`config.mk`:
```
export PLATFORM = sky130hd
export DESIGN_NAME = centered_moving_average_top
export DESIGN_NICKNAME = d
export VERILOG_FILES = /design/src/hdl/cma_pkg.sv /design/src/hdl/cma_front.sv /design/src/hdl/cma_queue.sv /design/src/hdl/cma_back.sv /design/src/hdl/centered_moving_average_top.sv
export SDC_FILE = /design/constraint.sdc
export NUM_CORES = 2
export LEC_CHECK = 0
export BUFFER_PORTS_ARGS = -buffer_cell sky130_fd_sc_hd__buf_2
export CAP_MARGIN = 20
export CORE_ASPECT_RATIO = 2
export CORE_MARGIN = 4
export CORE_UTILIZATION = 57
export DETAILED_ROUTE_END_ITERATION = 16
export PLACE_DENSITY = 0.76
export SLEW_MARGIN = 20
export SYNTH_ARGS = -nofsm -noshare
export SYNTH_HDL_FRONTEND = slang
export SYNTH_HIERARCHICAL = 1
export SYNTH_SLANG_ARGS = --single-unit
```
`constraint.sdc`:
```
create_clock -name clk -period 6 [get_ports clk]
set_clock_uncertainty 0.2 [all_clocks]
set_input_delay 0.3 -clock clk [delete_from_list [all_inputs] [get_ports clk]]
set_output_delay 0.3 -clock clk [all_outputs]
set_load 0.05 [all_outputs]
```
`src/hdl/cma_pkg.sv`:
```
// cma_pkg: shared types and constants for the centered moving average block.
// Used by cma_front, cma_queue, cma_back and centered_moving_average_top.
package cma_pkg;

	localparam int SAMPLE_W      = 32;
	localparam int SUM_W         = 39;
	localparam int CNT_W         = 7;
	localparam int CFG_W         = 7;
	localparam int DEF_MAX_HALF  = 32;
	localparam int QUEUE_DEPTH   = 4;
	localparam int QPTR_W        = $clog2(QUEUE_DEPTH);
	localparam int QCNT_W        = $clog2(QUEUE_DEPTH + 1);
	localparam int APB_ADDR_W    = 3;
	localparam int APB_DATA_W    = 32;

	localparam logic [APB_ADDR_W-3:0] REG_WINDOW_SIZE = '0;
	localparam logic [CFG_W-1:0]      WINDOW_SIZE_RST = CFG_W'(1);

	typedef struct packed {
		logic signed [SAMPLE_W-1:0] sample;
		logic                       series_end;
	} cma_item_t;

	typedef struct packed {
		logic signed [SAMPLE_W-1:0] average;
		logic                       final_result;
	} cma_result_t;

	// one division job: window sum, divisor and end-of-series mark
	typedef struct packed {
		logic signed [SUM_W-1:0] total;
		logic [CNT_W-1:0]        count;
		logic                    last;
	} cma_job_t;

	typedef struct packed {
		logic full;
		logic empty;
	} cma_qstat_t;

endpackage

```
`src/hdl/cma_front.sv`:
```
// cma_front: accepts samples, keeps the sample ring and running window sum,
// and issues one division job per result. Depends on cma_pkg.
module cma_front #(
	parameter int MAX_HALF = cma_pkg::DEF_MAX_HALF
) (
	input  logic                          clk,
	input  logic                          arst_n,
	input  logic [cma_pkg::CFG_W-1:0]     window_size,
	input  logic                          item_valid,
	output logic                          item_stall,
	input  cma_pkg::cma_item_t            item,
	input  cma_pkg::cma_qstat_t           q_stat,
	output logic                          job_push,
	output cma_pkg::cma_job_t             job
);
	import cma_pkg::*;

	localparam int RING_DEPTH = 2 * MAX_HALF + 1;
	localparam int PTR_W      = $clog2(RING_DEPTH);
	localparam int HALF_W     = $clog2(MAX_HALF + 1);
	localparam int SEEN_W     = $clog2(MAX_HALF + 2);
	localparam int HW_W       = CFG_W - 1;

	typedef enum logic [2:0] {
		ST_IDLE,
		ST_PRE_SUB,
		ST_INSERT,
		ST_TRIM,
		ST_TRIM_SUB,
		ST_EMIT,
		ST_MAIN_DONE
	} state_t;

	state_t                     state_q;
	logic signed [SAMPLE_W-1:0] sample_q;
	logic                       end_q;
	logic [HALF_W-1:0]          half_q;
	logic signed [SUM_W-1:0]    total_q;
	logic [CNT_W-1:0]           siw_q;
	logic [SEEN_W-1:0]          seen_q;
	logic [PTR_W-1:0]           head_q;
	logic [HALF_W-1:0]          k_q;
	logic [CNT_W-1:0]           limit_q;
	logic                       flush_q;
	logic                       last_q;

	logic signed [SAMPLE_W-1:0] ring_q [RING_DEPTH];
	logic signed [SAMPLE_W-1:0] rd_data_q;

	logic [HW_W-1:0]   ws_half;
	logic [HALF_W-1:0] half_c;
	logic [PTR_W:0]    idx_wide;
	logic [PTR_W-1:0]  oldest_idx;
	logic [SEEN_W-1:0] half_p1;
	logic [HALF_W-1:0] pending_c;
	logic              ring_we;

	always_comb begin
		ws_half = window_size[CFG_W-1:1];
		if (ws_half > HW_W'(MAX_HALF)) begin
			half_c = HALF_W'(MAX_HALF);
		end else begin
			half_c = HALF_W'(ws_half);
		end
	end

	always_comb begin
		idx_wide = (PTR_W+1)'(head_q) + (PTR_W+1)'(RING_DEPTH) - (PTR_W+1)'(siw_q);
		if (idx_wide >= (PTR_W+1)'(RING_DEPTH)) begin
			oldest_idx = PTR_W'(idx_wide - (PTR_W+1)'(RING_DEPTH));
		end else begin
			oldest_idx = PTR_W'(idx_wide);
		end
	end

	assign half_p1   = SEEN_W'(half_q) + SEEN_W'(1);
	assign pending_c = (seen_q > SEEN_W'(half_q)) ? half_q : HALF_W'(seen_q);
	assign ring_we   = (state_q == ST_INSERT);

	assign item_stall = (state_q != ST_IDLE);
	assign job_push   = (state_q == ST_EMIT) && !q_stat.full;
	assign job.total  = total_q;
	assign job.count  = siw_q;
	assign job.last   = last_q;

	always_ff @(posedge clk) begin
		if (ring_we) begin
			ring_q[head_q] <= sample_q;
		end
		rd_data_q <= ring_q[oldest_idx];
	end

	always_ff @(posedge clk or negedge arst_n) begin
		if (!arst_n) begin
			state_q  <= ST_IDLE;
			sample_q <= '0;
			end_q    <= 1'b0;
			half_q   <= '0;
			total_q  <= '0;
			siw_q    <= '0;
			seen_q   <= '0;
			head_q   <= '0;
			k_q      <= '0;
			limit_q  <= '0;
			flush_q  <= 1'b0;
			last_q   <= 1'b0;
		end else begin
			unique case (state_q)
				ST_IDLE: begin
					if (item_valid) begin
						sample_q <= item.sample;
						end_q    <= item.series_end;
						half_q   <= half_c;
						if (siw_q == CNT_W'(RING_DEPTH)) begin
							state_q <= ST_PRE_SUB;
						end else begin
							state_q <= ST_INSERT;
						end
					end
				end
				ST_PRE_SUB: begin
					total_q <= total_q - SUM_W'(rd_data_q);
					siw_q   <= siw_q - CNT_W'(1);
					state_q <= ST_INSERT;
				end
				ST_INSERT: begin
					head_q  <= (head_q == PTR_W'(RING_DEPTH - 1)) ? '0 : head_q + PTR_W'(1);
					siw_q   <= siw_q + CNT_W'(1);
					total_q <= total_q + SUM_W'(sample_q);
					seen_q  <= (seen_q < half_p1) ? seen_q + SEEN_W'(1) : half_p1;
					limit_q <= CNT_W'({half_q, 1'b1});
					flush_q <= 1'b0;
					state_q <= ST_TRIM;
				end
				ST_TRIM: begin
					if (siw_q > limit_q) begin
						state_q <= ST_TRIM_SUB;
					end else if (flush_q) begin
						last_q  <= (k_q == HALF_W'(1));
						state_q <= ST_EMIT;
					end else if (seen_q == half_p1) begin
						last_q  <= end_q && (half_q == '0);
						state_q <= ST_EMIT;
					end else begin
						state_q <= ST_MAIN_DONE;
					end
				end
				ST_TRIM_SUB: begin
					total_q <= total_q - SUM_W'(rd_data_q);
					siw_q   <= siw_q - CNT_W'(1);
					state_q <= ST_TRIM;
				end
				ST_EMIT: begin
					if (!q_stat.full) begin
						if (!flush_q) begin
							state_q <= ST_MAIN_DONE;
						end else if (k_q == HALF_W'(1)) begin
							total_q <= '0;
							siw_q   <= '0;
							seen_q  <= '0;
							head_q  <= '0;
							flush_q <= 1'b0;
							state_q <= ST_IDLE;
						end else begin
							k_q     <= k_q - HALF_W'(1);
							limit_q <= CNT_W'(k_q) - CNT_W'(1) + CNT_W'(half_q);
							state_q <= ST_TRIM;
						end
					end
				end
				ST_MAIN_DONE: begin
					if (end_q && pending_c != '0) begin
						k_q     <= pending_c;
						limit_q <= CNT_W'(pending_c) + CNT_W'(half_q);
						flush_q <= 1'b1;
						state_q <= ST_TRIM;
					end else if (end_q) begin
						total_q <= '0;
						siw_q   <= '0;
						seen_q  <= '0;
						head_q  <= '0;
						state_q <= ST_IDLE;
					end else begin
						state_q <= ST_IDLE;
					end
				end
				default: begin
					state_q <= ST_IDLE;
				end
			endcase
		end
	end

endmodule

```
`src/hdl/cma_queue.sv`:
```
// cma_queue: small FIFO of division jobs between front and back.
// Depends on cma_pkg.
module cma_queue (
	input  logic                 clk,
	input  logic                 arst_n,
	input  logic                 push,
	input  cma_pkg::cma_job_t    push_job,
	input  logic                 pop,
	output cma_pkg::cma_job_t    head_job,
	output cma_pkg::cma_qstat_t  stat
);
	import cma_pkg::*;

	cma_job_t          entry_q [QUEUE_DEPTH];
	logic [QPTR_W-1:0] wr_ptr_q;
	logic [QPTR_W-1:0] rd_ptr_q;
	logic [QCNT_W-1:0] count_q;
	logic              do_push;
	logic              do_pop;

	assign stat.full  = (count_q == QCNT_W'(QUEUE_DEPTH));
	assign stat.empty = (count_q == '0);
	assign do_push    = push && !stat.full;
	assign do_pop     = pop && !stat.empty;
	assign head_job   = entry_q[rd_ptr_q];

	always_ff @(posedge clk) begin
		if (do_push) begin
			entry_q[wr_ptr_q] <= push_job;
		end
	end

	always_ff @(posedge clk or negedge arst_n) begin
		if (!arst_n) begin
			wr_ptr_q <= '0;
			rd_ptr_q <= '0;
			count_q  <= '0;
		end else begin
			if (do_push) begin
				wr_ptr_q <= wr_ptr_q + QPTR_W'(1);
			end
			if (do_pop) begin
				rd_ptr_q <= rd_ptr_q + QPTR_W'(1);
			end
			if (do_push && !do_pop) begin
				count_q <= count_q + QCNT_W'(1);
			end else if (do_pop && !do_push) begin
				count_q <= count_q - QCNT_W'(1);
			end
		end
	end

endmodule

```
`src/hdl/cma_back.sv`:
```
// cma_back: radix-2 restoring divider (signed sum by count, truncating)
// and the result output register. Depends on cma_pkg.
module cma_back (
	input  logic                  clk,
	input  logic                  arst_n,
	input  cma_pkg::cma_qstat_t   q_stat,
	input  cma_pkg::cma_job_t     job,
	output logic                  job_pop,
	output logic                  result_valid,
	input  logic                  result_stall,
	output cma_pkg::cma_result_t  result
);
	import cma_pkg::*;

	localparam int ITER_W = $clog2(SUM_W + 1);

	typedef enum logic [1:0] {
		B_IDLE,
		B_RUN,
		B_DONE
	} state_t;

	state_t             state_q;
	logic [SUM_W-1:0]   quot_q;
	logic [CNT_W-1:0]   rem_q;
	logic [CNT_W-1:0]   div_q;
	logic [ITER_W-1:0]  iter_q;
	logic               neg_q;
	logic               last_q;
	logic               valid_q;
	cma_result_t        result_q;

	logic [SUM_W-1:0]   mag_c;
	logic [CNT_W:0]     trial_c;
	logic               ge_c;
	logic [SUM_W-1:0]   signed_quot_c;
	logic               out_free;

	assign mag_c         = job.total[SUM_W-1] ? SUM_W'(-job.total) : SUM_W'(job.total);
	assign trial_c       = {rem_q, quot_q[SUM_W-1]};
	assign ge_c          = (trial_c >= {1'b0, div_q});
	assign signed_quot_c = neg_q ? -quot_q : quot_q;
	assign out_free      = !valid_q || !result_stall;

	assign job_pop      = (state_q == B_IDLE) && !q_stat.empty;
	assign result_valid = valid_q;
	assign result       = result_q;

	always_ff @(posedge clk or negedge arst_n) begin
		if (!arst_n) begin
			state_q  <= B_IDLE;
			quot_q   <= '0;
			rem_q    <= '0;
			div_q    <= '0;
			iter_q   <= '0;
			neg_q    <= 1'b0;
			last_q   <= 1'b0;
			valid_q  <= 1'b0;
			result_q <= '0;
		end else begin
			if ((state_q == B_DONE) && out_free) begin
				valid_q <= 1'b1;
			end else if (valid_q && !result_stall) begin
				valid_q <= 1'b0;
			end
			unique case (state_q)
				B_IDLE: begin
					if (!q_stat.empty) begin
						quot_q  <= mag_c;
						rem_q   <= '0;
						div_q   <= job.count;
						neg_q   <= job.total[SUM_W-1];
						last_q  <= job.last;
						iter_q  <= ITER_W'(SUM_W);
						state_q <= B_RUN;
					end
				end
				B_RUN: begin
					rem_q  <= ge_c ? CNT_W'(trial_c - {1'b0, div_q}) : CNT_W'(trial_c);
					quot_q <= {quot_q[SUM_W-2:0], ge_c};
					iter_q <= iter_q - ITER_W'(1);
					if (iter_q == ITER_W'(1)) begin
						state_q <= B_DONE;
					end
				end
				B_DONE: begin
					if (out_free) begin
						result_q.average      <= (div_q == '0) ? '0
							: SAMPLE_W'(signed_quot_c);
						result_q.final_result <= last_q;
						state_q               <= B_IDLE;
					end
				end
				default: begin
					state_q <= B_IDLE;
				end
			endcase
		end
	end

endmodule

```
`src/hdl/centered_moving_average_top.sv`:
```
// Centered moving average: a sample front end and a divider back end joined by a
// four-word job queue, and the APB window_size register. An accepted sample
// holds the input while the front inserts it into the ring, first subtracting
// the oldest sample of a full ring, trims the window and emits a word when one
// is due; a flush at series end trims and emits each pending word in turn, and a
// full queue stretches each emit. Each result word then goes through the 39-step
// restoring divider, which starts the next word only once it is done with the last.
// The front keeps up to four words ahead of the divider, and the output register
// lets the divider start on the next word while a result waits. The sample ring
// holds 2*MAX_HALF+1 words and needs no clearing after reset.
module centered_moving_average_top #(
	parameter int MAX_HALF = cma_pkg::DEF_MAX_HALF
) (
	input  logic                               clk,
	input  logic                               arst_n,
	input  logic                               item_valid,
	output logic                               item_stall,
	input  cma_pkg::cma_item_t                 item,
	output logic                               result_valid,
	input  logic                               result_stall,
	output cma_pkg::cma_result_t               result,
	input  logic                               psel,
	input  logic                               penable,
	input  logic                               pwrite,
	input  logic [cma_pkg::APB_ADDR_W-1:0]     paddr,
	input  logic [cma_pkg::APB_DATA_W-1:0]     pwdata,
	output logic [cma_pkg::APB_DATA_W-1:0]     prdata,
	output logic                               pready
);
	import cma_pkg::*;

	logic [CFG_W-1:0] window_size_q;
	logic             reg_hit;
	logic             job_push;
	logic             job_pop;
	cma_job_t         push_job;
	cma_job_t         head_job;
	cma_qstat_t       q_stat;

	assign pready  = 1'b1;
	assign reg_hit = (paddr[APB_ADDR_W-1:2] == REG_WINDOW_SIZE);
	assign prdata  = reg_hit ? APB_DATA_W'(window_size_q) : '0;

	always_ff @(posedge clk or negedge arst_n) begin
		if (!arst_n) begin
			window_size_q <= WINDOW_SIZE_RST;
		end else if (psel && penable && pwrite && pready && reg_hit) begin
			window_size_q <= pwdata[CFG_W-1:0];
		end
	end

	cma_front #(
		.MAX_HALF (MAX_HALF)
	) u_front (
		.clk         (clk),
		.arst_n      (arst_n),
		.window_size (window_size_q),
		.item_valid  (item_valid),
		.item_stall  (item_stall),
		.item        (item),
		.q_stat      (q_stat),
		.job_push    (job_push),
		.job         (push_job)
	);

	cma_queue u_queue (
		.clk      (clk),
		.arst_n   (arst_n),
		.push     (job_push),
		.push_job (push_job),
		.pop      (job_pop),
		.head_job (head_job),
		.stat     (q_stat)
	);

	cma_back u_back (
		.clk          (clk),
		.arst_n       (arst_n),
		.q_stat       (q_stat),
		.job          (head_job),
		.job_pop      (job_pop),
		.result_valid (result_valid),
		.result_stall (result_stall),
		.result       (result)
	);

`ifndef NO_ASSERTIONS
	a_push_not_full: assert property (@(posedge clk) disable iff (!arst_n)
		job_push |-> !q_stat.full)
		else $error("job pushed into full queue");

	a_pop_not_empty: assert property (@(posedge clk) disable iff (!arst_n)
		job_pop |-> !q_stat.empty)
		else $error("job popped from empty queue");

	a_accept_busy: assert property (@(posedge clk) disable iff (!arst_n)
		(item_valid && !item_stall) |=> item_stall)
		else $error("front not busy after accepting a word");
`endif

endmodule
```
==> run metrics <==
#FFs+latches synth=2527; via count=75300; mean post-synth cell area=13.4 um2; Vias/cell=6.82; Fillers=13000; vias in the first global route=75300; number of synthesized flops with an enable pin=2268; number of setup violations in the final report=0; DR iter-0 viols=9382; crit path launch=u_front/siw_q[0]; number of H-tree levels=4; final worst-path cycle share=0.999; CP Launch Type=flip-flop; Area growth syn-to-layout=12.8%; quantity of I/O buffers inserted on ports=89; Residual DRC=0; fin. max-slew vios=0; core area=188000 um2; initial antenna violation count=35; reg2reg end=u_front/rd_data_q[13]; prevailing post-synth register cell=edfxtp_1; share of post-route cells with drive strength above 1=0.146; Initial Utilization=0.572; DP Wirelength=228000 um; Tot GR Track Use=0.356; GRT overflow=0; HP Class=in -> reg; asr flop ratio synth=0.0898; Reg2Reg Depth=17; peak fanout along the critical path=9; Synth area leader=edfxtp_1; first-pass GRT wire length=503000 um; synth unique cells=112; endpoints failing hold=0; clock latency on the worst-skew pair=890 ps; slowest CP cell=o21ai_0; clock buffer count from CTS=206; relative slew slack=0.142; max-cap violation count=0; Die ar.=196000 um2; CTS tree=yes; CP endpoint kind=flip-flop; RSZ-0062 raised after global routing=false; final WL=354000 um; Clk pin slew, worst setup/hold paths=70 ps; drt first pass iters=7; nets=8573; Fin Hold WS=44.5 ps; CTS Buffer Depth=4; internal reg-to-reg setup slack=9 ps; slowest stage delay, CP=730 ps; CTS root buf=clkbuf_16; arrival time worst endpoint=6560 ps; Setup CP Type=reg -> reg; fmax=167 MHz; CTS sink count=2527; Post-Syn Area=107000 um2; r2r startpoint=u_front/siw_q[0]; hold path cells=3; cells along the critical path=inv_1, ha_2, ha_4, inv_1, fa_1, xor2_1, and3_1, o21ai_2, o311ai_0, nand3_2, a21oi_2, buf_4, buf_4, o21ai_0, o21ai_0, a221oi_1, o211ai_1; Ys Warns=6; ANT nets after route=0; io pins=143; die span in y=622 um; register area share after synthesis=0.692; Yosys top cell area share=0.634; WP data required=6570 ps; # rows=225; Placer Congestion=0.981; largest net degree at the start of global routing=115; outcome=complete, no violations; die span in x=315 um; top cells by area, synth=edfxtp_1 (63%), dfrtp_1 (5.3%), nand2_1 (5.0%); Hold Path End=u_front/sample_q[10]; HP Start=item[11]; TNS Setup=0 ps; Final Critical Period=5990 ps; Worst-Margin Slew=1290 ps; Syn Inst Count=8031; WL per Instance=32.1 um
-- worst max path at each step --
| stage | end | depth (start not counted) |
|---|---|---|
| after floorplan | u_front/total_q[38] | 21 |
| after detailed placement | u_front/rd_data_q[14] | 20 |
| final | u_front/rd_data_q[13] | 17 |
| after global placement | u_front/total_q[36] | 23 |
| after global routing | u_front/rd_data_q[27] | 21 |
| after CTS | u_front/rd_data_q[14] | 20 |
-- final cells by class --
class                   instances  area, um2  share of cell area
diodes                         22       55.1            0.000454
clock buffers                 263       5560              0.0459
clock inverters               105       1230              0.0102
inverters                      93        349             0.00288
multi-input cells            4907      31100               0.256
flip-flops and latches       2527      74500               0.614
well taps                    2497       3120              0.0258
repair buffers                638       5360              0.0442
-- cells in the final DEF, fill, tap and decap left out, types with 29 or more instances in the layout --
cell type	n
a22oi_1	46
xor2_1	98
nand2_1	1414
buf_12	49
o221ai_1	39
xnor2_1	41
nor2b_1	45
o21ai_0	278
edfxtp_1	2268
or4_1	31
a21oi_1	233
and3_1	139
inv_1	90
a31oi_1	81
nor2_1	186
nand4_1	46
o22ai_1	271
nand3_1	484
dfrtp_2	34
buf_2	89
buf_4	446
nor3_1	95
mux2_2	58
dlygate4sd3_1	51
a311oi_1	72
clkbuf_1	40
nor2_4	69
mux2i_1	215
mux4_2	79
or3_1	86
o31ai_1	35
clkinv_2	29
clkbuf_16	208
o211ai_1	35
a211oi_1	93
nor4_1	37
dfrtp_1	192
ha_1	115
dfxtp_1	32
-- synth_stat cells (32+ instances only) --
master / count
mux4_2: 79
nand4_1: 46
a311oi_1: 77
inv_1: 90
buf_2: 203
or4_1: 32
a31oi_1: 83
nor3_1: 100
and3_1: 140
o21ai_0: 281
nor2b_1: 46
nor2_1: 253
o221ai_1: 39
dfrtp_1: 226
edfxtp_1: 2268
nand3_1: 488
xnor2_1: 41
a21oi_1: 234
a211oi_1: 93
dfxtp_1: 32
o211ai_1: 35
buf_4: 63
xor2_1: 99
o22ai_1: 271
mux2i_1: 215
mux2_2: 58
o31ai_1: 35
clkbuf_1: 215
a22oi_1: 46
nor4_1: 41
nand2_1: 1420
buf_1: 38
ha_1: 118
or3_1: 86
-- timing repair --
item / 4_1_cts / 5_1_grt
gates resized for setup: 0 / 10
setup buffers: 0 / 4
endpoints found under the hold margin: 229 / 0
cloned: 0 / 0
pin swaps: 1 / 2
hold buffers: 52 / 0
setup endpoints to repair: 1 / 15
-- state kept, by name, summed over array words and instances (netlist names), 32 cells and up --
name               cells
u_front/ring_q      2080
u_queue/entry_q      188
u_front/rd_data_q     32
u_front/sample_q      32
u_back/quot_q         39
u_front/total_q       39
u_back/result         33
-- metrics by stage --
step / util / std cells / area (um2) / setup slack [ps]
final: 0.646 / 11100 / 121000 / 8.67
after detailed placement: 0.605 / 10600 / 114000 / 18.3
after CTS: 0.644 / 11000 / 121000 / 9.72
after floorplan: - / 8055 / 108000 / 47.1
after global routing: 0.645 / 11000 / 121000 / 15.3
after global placement: 0.605 / 10600 / 114000 / 18.1
-- logic make-up after synthesis --
family          Yosys count  share of synthesized area
fa+ha+maj               125                     0.0150
buf+inv                 621                     0.0270
mux                     354                     0.0431
compound gates         1497                     0.0936
flops                  2527                      0.692
simple gates           2764                      0.117
other cells               2                  0.0000699
xor+xnor                141                     0.0116
-- worst max-delay path, delay by kind of cell (launching register included) --
kind | cells | cell delay, ps
buf+inv | 4 | 790
compound gates | 7 | 2540
simple gates | 2 | 890
flops | 1 | 390
xor+xnor | 1 | 230
fa+ha+maj | 3 | 860
-- routing by layer --
layer / share of wire / vias to the layer above / track usage
met5: 0.00044 / - / 0.00250
met4: 0.12 / 18 / 0.354
met3: 0.10 / 1844 / 0.0826
met2: 0.49 / 5360 / 0.599
met1: 0.28 / 36900 / 0.351
li1: - / 31200 / -
Power is not shown: default switching activity piles up to over one toggle a cycle in this logic, so the estimate is an artifact.
